--- src/rtl/lcdws_pkg.sv ---
`timescale 1ns / 1ps

package lcdws_pkg;

	// Width of the tick counter; loaded counts saturate at its maximum.
	localparam int CntW = 16;
	localparam int TickW = 16;
	localparam int NibbleW = 4;

	localparam logic ACT_TICK  = 1'b0;
	localparam logic ACT_WRITE = 1'b1;

	localparam logic [1:0] REG_FOUR_BIT = 2'd0;
	localparam logic [1:0] REG_PULSE    = 2'd1;
	localparam logic [1:0] REG_HOLD     = 2'd2;

	typedef enum logic [2:0] {
		PH_IDLE,
		PH_HI_PULSE,
		PH_HI_HOLD,
		PH_LO_PULSE,
		PH_LO_HOLD,
		PH_BYTE_PULSE,
		PH_BYTE_HOLD
	} phase_t;

	typedef struct packed {
		logic              four_bit_mode;
		logic [TickW-1:0]  pulse_ticks;
		logic [TickW-1:0]  hold_ticks;
	} cfg_t;

	typedef struct packed {
		logic [7:0] data_lines;
		logic       register_select;
		logic       enable_line;
		logic       busy_res;
		logic       rejected;
	} res_t;

	// A zero count behaves as one, and a count beyond the counter saturates.
	function automatic logic [CntW-1:0] load_count(logic [TickW-1:0] v);
		logic [32:0] c;
		logic [32:0] cmax;
		cmax = 33'((64'd1 << CntW) - 64'd1);
		c = 33'(v);
		if (c == 33'd0) begin
			c = 33'd1;
		end
		if (c > cmax) begin
			c = cmax;
		end
		return c[CntW-1:0];
	endfunction

endpackage

--- src/rtl/lcdws_seq.sv ---
`timescale 1ns / 1ps

module lcdws_seq (
	input  logic               clk,
	input  logic               arst_n,
	input  logic               step,
	input  logic               action,
	input  logic [7:0]         data_byte,
	input  logic               is_character,
	input  lcdws_pkg::cfg_t    cfg,
	output lcdws_pkg::res_t    res
);
	import lcdws_pkg::*;

	phase_t            phase_q, phase_d;
	logic [CntW-1:0]   ticks_q, ticks_d;
	logic [7:0]        byte_q, byte_d;
	logic              char_q, char_d;
	logic              rej;

	always_ff @(posedge clk or negedge arst_n) begin
		if (!arst_n) begin
			phase_q <= PH_IDLE;
			ticks_q <= '0;
			byte_q  <= '0;
			char_q  <= 1'b0;
		end else if (step) begin
			phase_q <= phase_d;
			ticks_q <= ticks_d;
			byte_q  <= byte_d;
			char_q  <= char_d;
		end
	end

	always_comb begin
		phase_d = phase_q;
		ticks_d = ticks_q;
		byte_d  = byte_q;
		char_d  = char_q;
		rej     = 1'b0;
		if (action == ACT_WRITE) begin
			if (phase_q != PH_IDLE) begin
				rej = 1'b1;
			end else begin
				byte_d  = data_byte;
				char_d  = is_character;
				phase_d = cfg.four_bit_mode ? PH_HI_PULSE : PH_BYTE_PULSE;
				ticks_d = load_count(cfg.pulse_ticks);
			end
		end else if (phase_q != PH_IDLE) begin
			if (ticks_q <= CntW'(1)) begin
				case (phase_q)
					PH_HI_PULSE: begin
						phase_d = PH_HI_HOLD;
						ticks_d = load_count(cfg.hold_ticks);
					end
					PH_HI_HOLD: begin
						phase_d = PH_LO_PULSE;
						ticks_d = load_count(cfg.pulse_ticks);
					end
					PH_LO_PULSE: begin
						phase_d = PH_LO_HOLD;
						ticks_d = load_count(cfg.hold_ticks);
					end
					PH_BYTE_PULSE: begin
						phase_d = PH_BYTE_HOLD;
						ticks_d = load_count(cfg.hold_ticks);
					end
					default: begin
						phase_d = PH_IDLE;
						ticks_d = '0;
					end
				endcase
			end else begin
				ticks_d = ticks_q - CntW'(1);
			end
		end

		// The word shows the line levels after this item has been applied.
		res = '0;
		res.rejected = rej;
		res.busy_res = (phase_d != PH_IDLE);
		if (phase_d != PH_IDLE) begin
			res.register_select = char_d;
			case (phase_d)
				PH_HI_PULSE, PH_HI_HOLD: begin
					res.data_lines = {{(8-NibbleW){1'b0}}, byte_d[7:NibbleW]};
				end
				PH_LO_PULSE, PH_LO_HOLD: begin
					res.data_lines = {{(8-NibbleW){1'b0}}, byte_d[NibbleW-1:0]};
				end
				default: begin
					res.data_lines = byte_d;
				end
			endcase
			res.enable_line = (phase_d == PH_HI_PULSE) || (phase_d == PH_LO_PULSE)
				|| (phase_d == PH_BYTE_PULSE);
		end
	end

endmodule

--- src/rtl/character_lcd_write_sequencer_top.sv ---
`timescale 1ns / 1ps
// Channel  Handshake           Payload
// in       in_valid/in_stall   action, data_byte, is_character
// out      out_valid/out_stall data_lines, register_select, enable_line, busy_res, rejected
// cfg      cfg_we              cfg_index, cfg_data
// Every accepted input word yields one result word, registered and shown in the next cycle.
// A new word is taken each cycle; the only limit is the single output register.
// in_stall is high only while that register holds a word that out_stall holds back.
// Reset (arst_n low) returns to idle with the register defaults loaded.

module character_lcd_write_sequencer_top (
	input  logic                        clk,
	input  logic                        arst_n,
	input  logic                        in_valid,
	output logic                        in_stall,
	input  logic                        action,
	input  logic [7:0]                  data_byte,
	input  logic                        is_character,
	output logic                        out_valid,
	input  logic                        out_stall,
	output logic [7:0]                  data_lines,
	output logic                        register_select,
	output logic                        enable_line,
	output logic                        busy_res,
	output logic                        rejected,
	input  logic                        cfg_we,
	input  logic [1:0]                  cfg_index,
	input  logic [lcdws_pkg::TickW-1:0] cfg_data
);
	import lcdws_pkg::*;

	cfg_t  cfg_q;
	res_t  res_comb;
	res_t  res_s1;
	logic  valid_s1;
	logic  accept;

	assign in_stall = valid_s1 && out_stall;
	assign accept = in_valid && !in_stall;

	always_ff @(posedge clk or negedge arst_n) begin
		if (!arst_n) begin
			cfg_q.four_bit_mode <= 1'b1;
			cfg_q.pulse_ticks   <= TickW'(2);
			cfg_q.hold_ticks    <= TickW'(20);
		end else if (cfg_we) begin
			case (cfg_index)
				REG_FOUR_BIT: cfg_q.four_bit_mode <= cfg_data[0];
				REG_PULSE:    cfg_q.pulse_ticks   <= cfg_data;
				REG_HOLD:     cfg_q.hold_ticks    <= cfg_data;
				default:      ;
			endcase
		end
	end

	lcdws_seq u_seq (
		.clk          (clk),
		.arst_n       (arst_n),
		.step         (accept),
		.action       (action),
		.data_byte    (data_byte),
		.is_character (is_character),
		.cfg          (cfg_q),
		.res          (res_comb)
	);

	always_ff @(posedge clk or negedge arst_n) begin
		if (!arst_n) begin
			valid_s1 <= 1'b0;
		end else if (accept) begin
			valid_s1 <= 1'b1;
		end else if (!out_stall) begin
			valid_s1 <= 1'b0;
		end
	end

	always_ff @(posedge clk) begin
		if (accept) begin
			res_s1 <= res_comb;
		end
	end

	assign out_valid       = valid_s1;
	assign data_lines      = res_s1.data_lines;
	assign register_select = res_s1.register_select;
	assign enable_line     = res_s1.enable_line;
	assign busy_res        = res_s1.busy_res;
	assign rejected        = res_s1.rejected;

endmodule

--- config.mk ---
export PLATFORM = sky130hd
export DESIGN_NAME = character_lcd_write_sequencer_top
export DESIGN_NICKNAME = d
export VERILOG_FILES = /design/src/rtl/lcdws_pkg.sv /design/src/rtl/lcdws_seq.sv /design/src/rtl/character_lcd_write_sequencer_top.sv
export SDC_FILE = /design/constraint.sdc
export NUM_CORES = 1
export LEC_CHECK = 0
export BUFFER_PORTS_ARGS = -buffer_cell sky130_fd_sc_hd__buf_4
export CORE_AREA = 2 2 88 90
export DETAILED_ROUTE_END_ITERATION = 8
export DIE_AREA = 0 0 90 92
export GPL_TIMING_DRIVEN = 0
export PLACE_DENSITY = 0.8
export SLEW_MARGIN = 20
export SYNTH_ARGS = -nofsm -noshare
export SYNTH_HDL_FRONTEND = slang
export SYNTH_SLANG_ARGS = --single-unit
export TNS_END_PERCENT = 20
--- constraint.sdc ---
create_clock -name clk -period 4.91 [get_ports clk]
set_clock_uncertainty 0.2 [all_clocks]
set_input_delay 0.491 -clock clk [delete_from_list [all_inputs] [get_ports clk]]
set_output_delay 0.491 -clock clk [all_outputs]
set_load 0.005 [all_outputs]
Word level (Yosys, flattened, before mapping)
Index checks and enable logic that the tools add are counted.
Storage, ports and cells
  flip-flop bits (word level): 74
  latch bits: 0
  memory bits (writable): 0
  bits in read-only memories: 0
  input port bits: 33
  output and inout bits: 14
  word-level logic and storage cells: 94
  memories kept: 0
Operators by class
  $add $sub $neg: 1
  multipliers: 0
  divide/modulo/power cells: 0
  order comparisons: 6
  equal/unequal tests: 13
  shift operators: 0
  multiplexer cells: 44
  bitwise operators: 0
  reductions and logical operators: 17
Operator list (count)
  33-bit two-way mux: 18
  16-bit two-way mux: 11
  33-bit by 16-bit > comparator with 1-bit output, second input constant: 5
  16-bit one-hot mux with 4 select lines: 1
  16-bit zero test: 2
  16-bit by 1-bit <= comparator with 1-bit output, second input constant: 1
  8-bit two-way mux: 2
  8-bit one-hot mux with 2 select lines: 1
  16-bit by 1-bit subtractor with 16-bit output, second input constant: 1
  3-bit two-way mux: 5
  3-bit by 2-bit equality test with 1-bit output, second input constant: 4
  3-bit one-hot mux with 4 select lines: 1
  3-bit equality test, second input constant: 3
  3-bit by 1-bit equality test with 1-bit output, second input constant: 2
  2-bit AND reduction: 3
  3-bit nonzero test: 2
  1-bit two-way mux: 5
  2-bit OR reduction: 2
  3-bit AND reduction: 1
  2-bit by 1-bit equality test with 1-bit output, second input constant: 1
  2-bit equality test, second input constant: 1
  1-bit logical AND: 2
  2-bit zero test: 1
  1-bit logical OR: 2
  4 further kinds: 4

Logic depth before layout (Yosys ltp)
  depth in word-level cells: 12
  mapped depth: 11
  gate-level depth less buffers: 8

Modules after synthesis
Synthesis repeated with hierarchy kept, for this count alone.
Second synthesis, totals
  cells, all modules: 360
  area, all modules: 4146.5 sq um
Modules (own cells, without submodules)
  lcdws_seq: times used 1, cells each 273, area an instance 2394.8 sq um, sequential area each 700.7 sq um
  character_lcd_write_sequencer_top: times used 1, cells each 87, area an instance 1751.7 sq um, sequential area each 1216.2 sq um

Worst setup path before layout
Ideal clock, no wire load.
  path kind: flip-flop to flip-flop
  start: register u_seq.ticks_q[0]
  end: register res_s1, in the netlist data_lines[1] (data pin)
  arrival: 1909 ps
  setup slack: 2526 ps
  stages on the path, launching flop included: 10
  path buffers: 1
  path through: dfrtp_1 -> inv_1 -> ha_1 -> clkbuf_1 -> nor2_1 -> nor4b_4 -> nand2_2 -> o311a_4 -> a211oi_1 -> a211oi_1
On the way
  longest elaborated chain between the ends: 7
  elaborated cells between the ends (all ways): 12
  classes of those cells: order compare: 1; eq/ne: 4; mux: 4; reduce/logical: 3
RTL lines
  start, declared: line lcdws_seq.sv:16  | logic [CntW-1:0] ticks_q, ticks_d;
  start signal, assigned: line lcdws_seq.sv:29  | ticks_q <= ticks_d;
  16-bit by 1-bit <= comparator with 1-bit output *: line lcdws_seq.sv:51  | if (ticks_q <= CntW'(1)) begin
  3-bit two-way mux *: line lcdws_seq.sv:51
  3-bit two-way mux *: line lcdws_seq.sv:50  | end else if (phase_q != PH_IDLE) begin
  3-bit two-way mux *: line lcdws_seq.sv:41  | if (action == ACT_WRITE) begin
  3-bit equality test, or another cell as far along: line lcdws_seq.sv:85  | case (phase_d)
  2-bit OR reduction: line lcdws_seq.sv:85
  8-bit one-hot mux with 2 select lines: line lcdws_seq.sv:85
  end signal, assigned: line character_lcd_write_sequencer_top.sv:79  | res_s1 <= res_comb;
  end, declared: line character_lcd_write_sequencer_top.sv:34  | res_t res_s1;
Every way passes the cells marked *; elsewhere a longest branch is shown, timed or not.
A chain may end at the register's enable or synchronous reset.

Worst setup path in the final report
  start: register u_seq.ticks_q[0]
  end: register res_s1, in the netlist data_lines[4] (data pin)
The elaborated chain is that of the path after synthesis.

==> metrics.md <==
| Metric | Value |
|---|---|
| Run status | `complete, no violations` |
| Final HPWL from detailed placement | `6.56 mm` |
| Total number of cells along the worst setup path | `10` |
| Post-route clock period utilization | `0.547` |
| Internal power | `1.40 mW` |
| Count of nets left with antenna violations after detail routing | `0` |
| Required time at the worst-slack endpoint | `4.81 ns` |
| Critical R2R Launch | `u_seq.ticks_q[0]` |
| Detailed router's first-iteration violation count | `280` |
| Number of inserted diodes | `0` |
| Cts bufs inserted | `9` |
| Total number of clock tree sinks | `74` |
| #FFs+latches synth | `74` |
| Number of hold-repair buffers added at the cts stage | `0` |
| Layout net count | `443` |
| DRC errors left | `0` |
| Period minus WS final | `2.68 ns` |
| Post-Synthesis Cell Area | `0.00388 mm2` |
| Highest fanout seen on the critical path | `7` |
| Layout-stage area growth over the synthesis result | `17.7%` |
| Worst setup path endpoint | `data_lines[4]` |
| Reg2Reg Depth | `10` |
| Worst setup path class | `flip-flop to flip-flop` |
| H-tree level count | `3` |
| Worst stage delay on the critical path | `0.45 ns` |
| Die Area | `0.00828 mm2` |
| Fin worst setup slack | `2.23 ns` |
| Worst min path class | `input port to asynchronous set/reset pin` |
| Fraction of power spent switching nets | `0.345` |
| Critical path origin | `u_seq.ticks_q[0]` |
| Worst max-slew margin expressed relative to the limit | `0.459` |
| Largest delay contributor family on the critical path | `simple AND/OR/NAND/NOR gates` |
| Total via count in the routed design | `3074` |
| Layout filler cell count | `628` |
| Sequential share of power | `0.448` |
| Vias in the first global route | `3028` |
| Total chip power | `2.14 mW` |
| Post-detailed-routing wire length | `9.07 mm` |
| Largest cells by area after synthesis | `sky130_fd_sc_hd__dfrtp_1 37%, sky130_fd_sc_hd__mux2_2 11%, sky130_fd_sc_hd__edfxtp_1 9.3%` |
| Number of max-slew violations in the final report | `0` |
| Signal arrival time at the worst endpoint | `2.58 ns` |
| Transition time at the pin with the least slew margin | `0.810 ns` |
| Category of the worst setup path launch point | `flip-flop` |
| Clock tree buffer depth | `2` |
| Clock power share | `0.238` |
| Worst hold slack after final layout | `0.00611 ns` |
| Sw Pwr | `0.739 mW` |
| Overall die height | `92 um` |
| Maximum VDD drop | `0.255 mV` |
| Power Dens Cells | `468 mW/mm2` |
| First-pass DRT Iterations | `4` |
| Initial core utilization | `0.522` |
| Leakage power | `1.88 nW` |
| Antenna violations before repair | `0` |
| Clock tree root buffer cell | `sky130_fd_sc_hd__clkbuf_8` |
| Post-synthesis sequential area ratio | `0.493` |
| Die width | `90 um` |
| Worst skew pair latency | `0.35 ns` |
| Critical-path top delay cell | `sky130_fd_sc_hd__dfrtp_1` |
| Ratio of cells with drive above 1 in the final layout | `0.295` |
| Register clock-pin slew on the reported worst setup and hold paths | `0.08 ns` |
| Cell chain of the critical path | `inv_1 -> ha_1 -> clkbuf_1 -> nor2_1 -> nor4b_4 -> and2_1 -> buf_4 -> nand2b_4 -> a31oi_1 -> a21oi_1` |
| Standard-cell rows | `32` |
| Yosys top cell area share | `0.374` |
| Setup slack of the most critical reg-to-reg path | `2.23 ns` |
| Final estimated routing congestion in global placement | `0.927` |
| Top cell type by total area after synthesis | `sky130_fd_sc_hd__dfrtp_1` |
| Portion of total power attributed to combinational logic | `0.314` |
| Average cell area after synthesis | `11.1 um2` |
| # port buffers | `46` |
| Nets in the synthesized netlist | `386` |
| Post-CTS setup buffers | `0` |
| Number of flops mapped to enable cells by yosys | `12` |
| Achievable frequency | `372 MHz` |
| Synthesis warning total | `0` |
| Pre-CTS WS | `2.11 ns` |
| Crit path buf inv count | `3` |
| Finished Core Util | `0.614` |
| Area of the placeable core | `0.00745 mm2` |
| Synthesized instance count | `351` |
| Largest net degree at the start of global routing | `63` |
| Congestion Overflow GR | `0` |
| Drt via density | `5.97` |
| Share of synthesized registers carrying an async set or reset | `0.838` |
| Critical Path End Type | `flip-flop` |
| Flip-flop cell with the highest count after synthesis | `sky130_fd_sc_hd__dfrtp_1` |
| Endpoint of the worst-slack reg-to-reg timing path | `data_lines[4]` |
| Max-cap viol count | `0` |
| Unique masters post-synth | `57` |
| CTS tree | `built` |
| Setup violators final | `0` |
| Unrepaired setup endpoints after global routing | `no` |
| Hold violation count in the final report | `0` |
| Wire length of the first global-routing pass | `14.8 mm` |
| Total negative slack for setup checks | `0 ns` |
| Routed length per instance | `17.6 um` |
| # IOs | `47` |
| Resized cells post-CTS | `0` |
| Total GRT Usage | `0.227` |
[stage by stage]
step           cells  area [um2]
3_5_place_dp     499        4360
6_report         515        4570
2_1_floorplan    351        3880
5_1_grt          515        4570
3_3_place_gp     499        4360
4_1_cts          515        4570
[final cells by class]
cell class              count  area, um2  area share
plain buffers              19       98.8      0.0216
well taps                 102        128      0.0279
clock inverters             3       43.8     0.00958
multi-input cells         251       1840       0.403
repair buffers             46        345      0.0755
flip-flops and latches     74       1920       0.419
inverters                   7       26.3     0.00575
clock buffers              13        170      0.0372
[power groups by stage]
stage | Sequential [mW] | Clock (mW) | Combinational, mW
2_1_floorplan | 0.920 | 0 | 0.497
3_3_place_gp | 0.957 | 0 | 0.645
4_1_cts | 0.956 | 0.515 | 0.671
3_5_place_dp | 0.965 | 0 | 0.667
5_1_grt | 0.981 | 0.537 | 0.748
6_report | 0.959 | 0.510 | 0.672
[registers in the layout, indices dropped and copies added, names as in the netlist]
| signal | cells |
|---|---|
| cfg_q | 33 |
| u_seq.ticks_q | 16 |
| data_lines | 8 |
| u_seq.byte_q | 8 |
| u_seq.phase_q | 3 |
| busy_res | 1 |
| enable_line | 1 |
| out_valid | 1 |
| register_select | 1 |
| rejected | 1 |
| u_seq.char_q | 1 |
[metal layers]
metal	part of all wire	global-route usage	vias up
li1	-	-	1433
met1	0.42	0.288	1516
met2	0.50	0.383	109
met3	0.056	0.0419	16
met4	0.017	0.0987	0
met5	0	0	-
[cells by family after synthesis]
family,after synthesis,share of synthesized area
xor gates and xnor gates,9,0.0203
buffers and inverters,26,0.0322
adders and majority gates,2,0.00644
AOI/OAI and AO/OA,78,0.155
muxes,43,0.123
and+or+nand+nor,119,0.169
DFF,74,0.493
[worst reg2reg max path, cell delays in order, from the launching register on]
cell and delay (ns):
sky130_fd_sc_hd__dfrtp_1 0.45, sky130_fd_sc_hd__inv_1 0.12, sky130_fd_sc_hd__ha_1 0.15, sky130_fd_sc_hd__clkbuf_1 0.29, sky130_fd_sc_hd__nor2_1 0.14, sky130_fd_sc_hd__nor4b_4 0.25, sky130_fd_sc_hd__and2_1 0.16, sky130_fd_sc_hd__buf_4 0.17
sky130_fd_sc_hd__nand2b_4 0.08, sky130_fd_sc_hd__a31oi_1 0.35, sky130_fd_sc_hd__a21oi_1 0.07
[synth_stat cells (all sizes together) (4+ instances only)]
| master | number |
|---|---|
| a31oi | 5 |
| xor2 | 5 |
| o21ai | 17 |
| inv | 7 |
| nand3b | 6 |
| dfrtp | 58 |
| xnor2 | 4 |
| nor3 | 9 |
| nand2 | 32 |
| mux2i | 5 |
| dfstp | 4 |
| a22oi | 6 |
| clkbuf | 12 |
| mux2 | 38 |
| edfxtp | 12 |
| nand2b | 6 |
| and2 | 8 |
| a211oi | 10 |
| nand3 | 13 |
| buf | 7 |
| a221oi | 4 |
| a21oi | 8 |
| nor4 | 13 |
| nor2 | 20 |
[worst min-delay path by stage]
stage                    start         endpoint  slack [ns]  cells after the start
4_1_cts                 arst_n        cfg_q[18]        0.03                      1
3_5_place_dp   u_seq.byte_q[5]  u_seq.byte_q[5]        0.28                      2
2_1_floorplan           arst_n         cfg_q[0]      -0.005                      0
6_report                arst_n        cfg_q[18]       0.006                      1
5_1_grt                 arst_n        cfg_q[18]        0.07                      1
3_3_place_gp   u_seq.byte_q[7]  u_seq.byte_q[7]        0.26                      2
[cells in the final DEF, fill, tap and decap left out, types with 3 or more instances in the layout]
cell,count
sky130_fd_sc_hd__a211oi_1,10
sky130_fd_sc_hd__a21oi_1,8
sky130_fd_sc_hd__a221o_1,3
sky130_fd_sc_hd__a221oi_1,3
sky130_fd_sc_hd__a22oi_1,5
sky130_fd_sc_hd__a31oi_1,5
sky130_fd_sc_hd__a32oi_1,3
sky130_fd_sc_hd__and2_1,8
sky130_fd_sc_hd__and3_1,3
sky130_fd_sc_hd__buf_4,49
sky130_fd_sc_hd__clkbuf_1,14
sky130_fd_sc_hd__clkbuf_8,10
sky130_fd_sc_hd__dfrtp_1,58
sky130_fd_sc_hd__dfstp_2,4
sky130_fd_sc_hd__edfxtp_1,12
sky130_fd_sc_hd__inv_1,7
sky130_fd_sc_hd__mux2_2,38
sky130_fd_sc_hd__mux2i_1,5
sky130_fd_sc_hd__nand2_1,30
sky130_fd_sc_hd__nand2b_1,5
sky130_fd_sc_hd__nand3_1,13
sky130_fd_sc_hd__nand3b_1,6
sky130_fd_sc_hd__nor2_1,20
sky130_fd_sc_hd__nor2b_1,3
sky130_fd_sc_hd__nor3_1,6
sky130_fd_sc_hd__nor3_2,3
sky130_fd_sc_hd__nor4_1,12
sky130_fd_sc_hd__o21ai_0,17
sky130_fd_sc_hd__o31ai_1,3
sky130_fd_sc_hd__xnor2_1,4
sky130_fd_sc_hd__xor2_1,5
No activity file was read; power rests on OpenSTA's default activity.
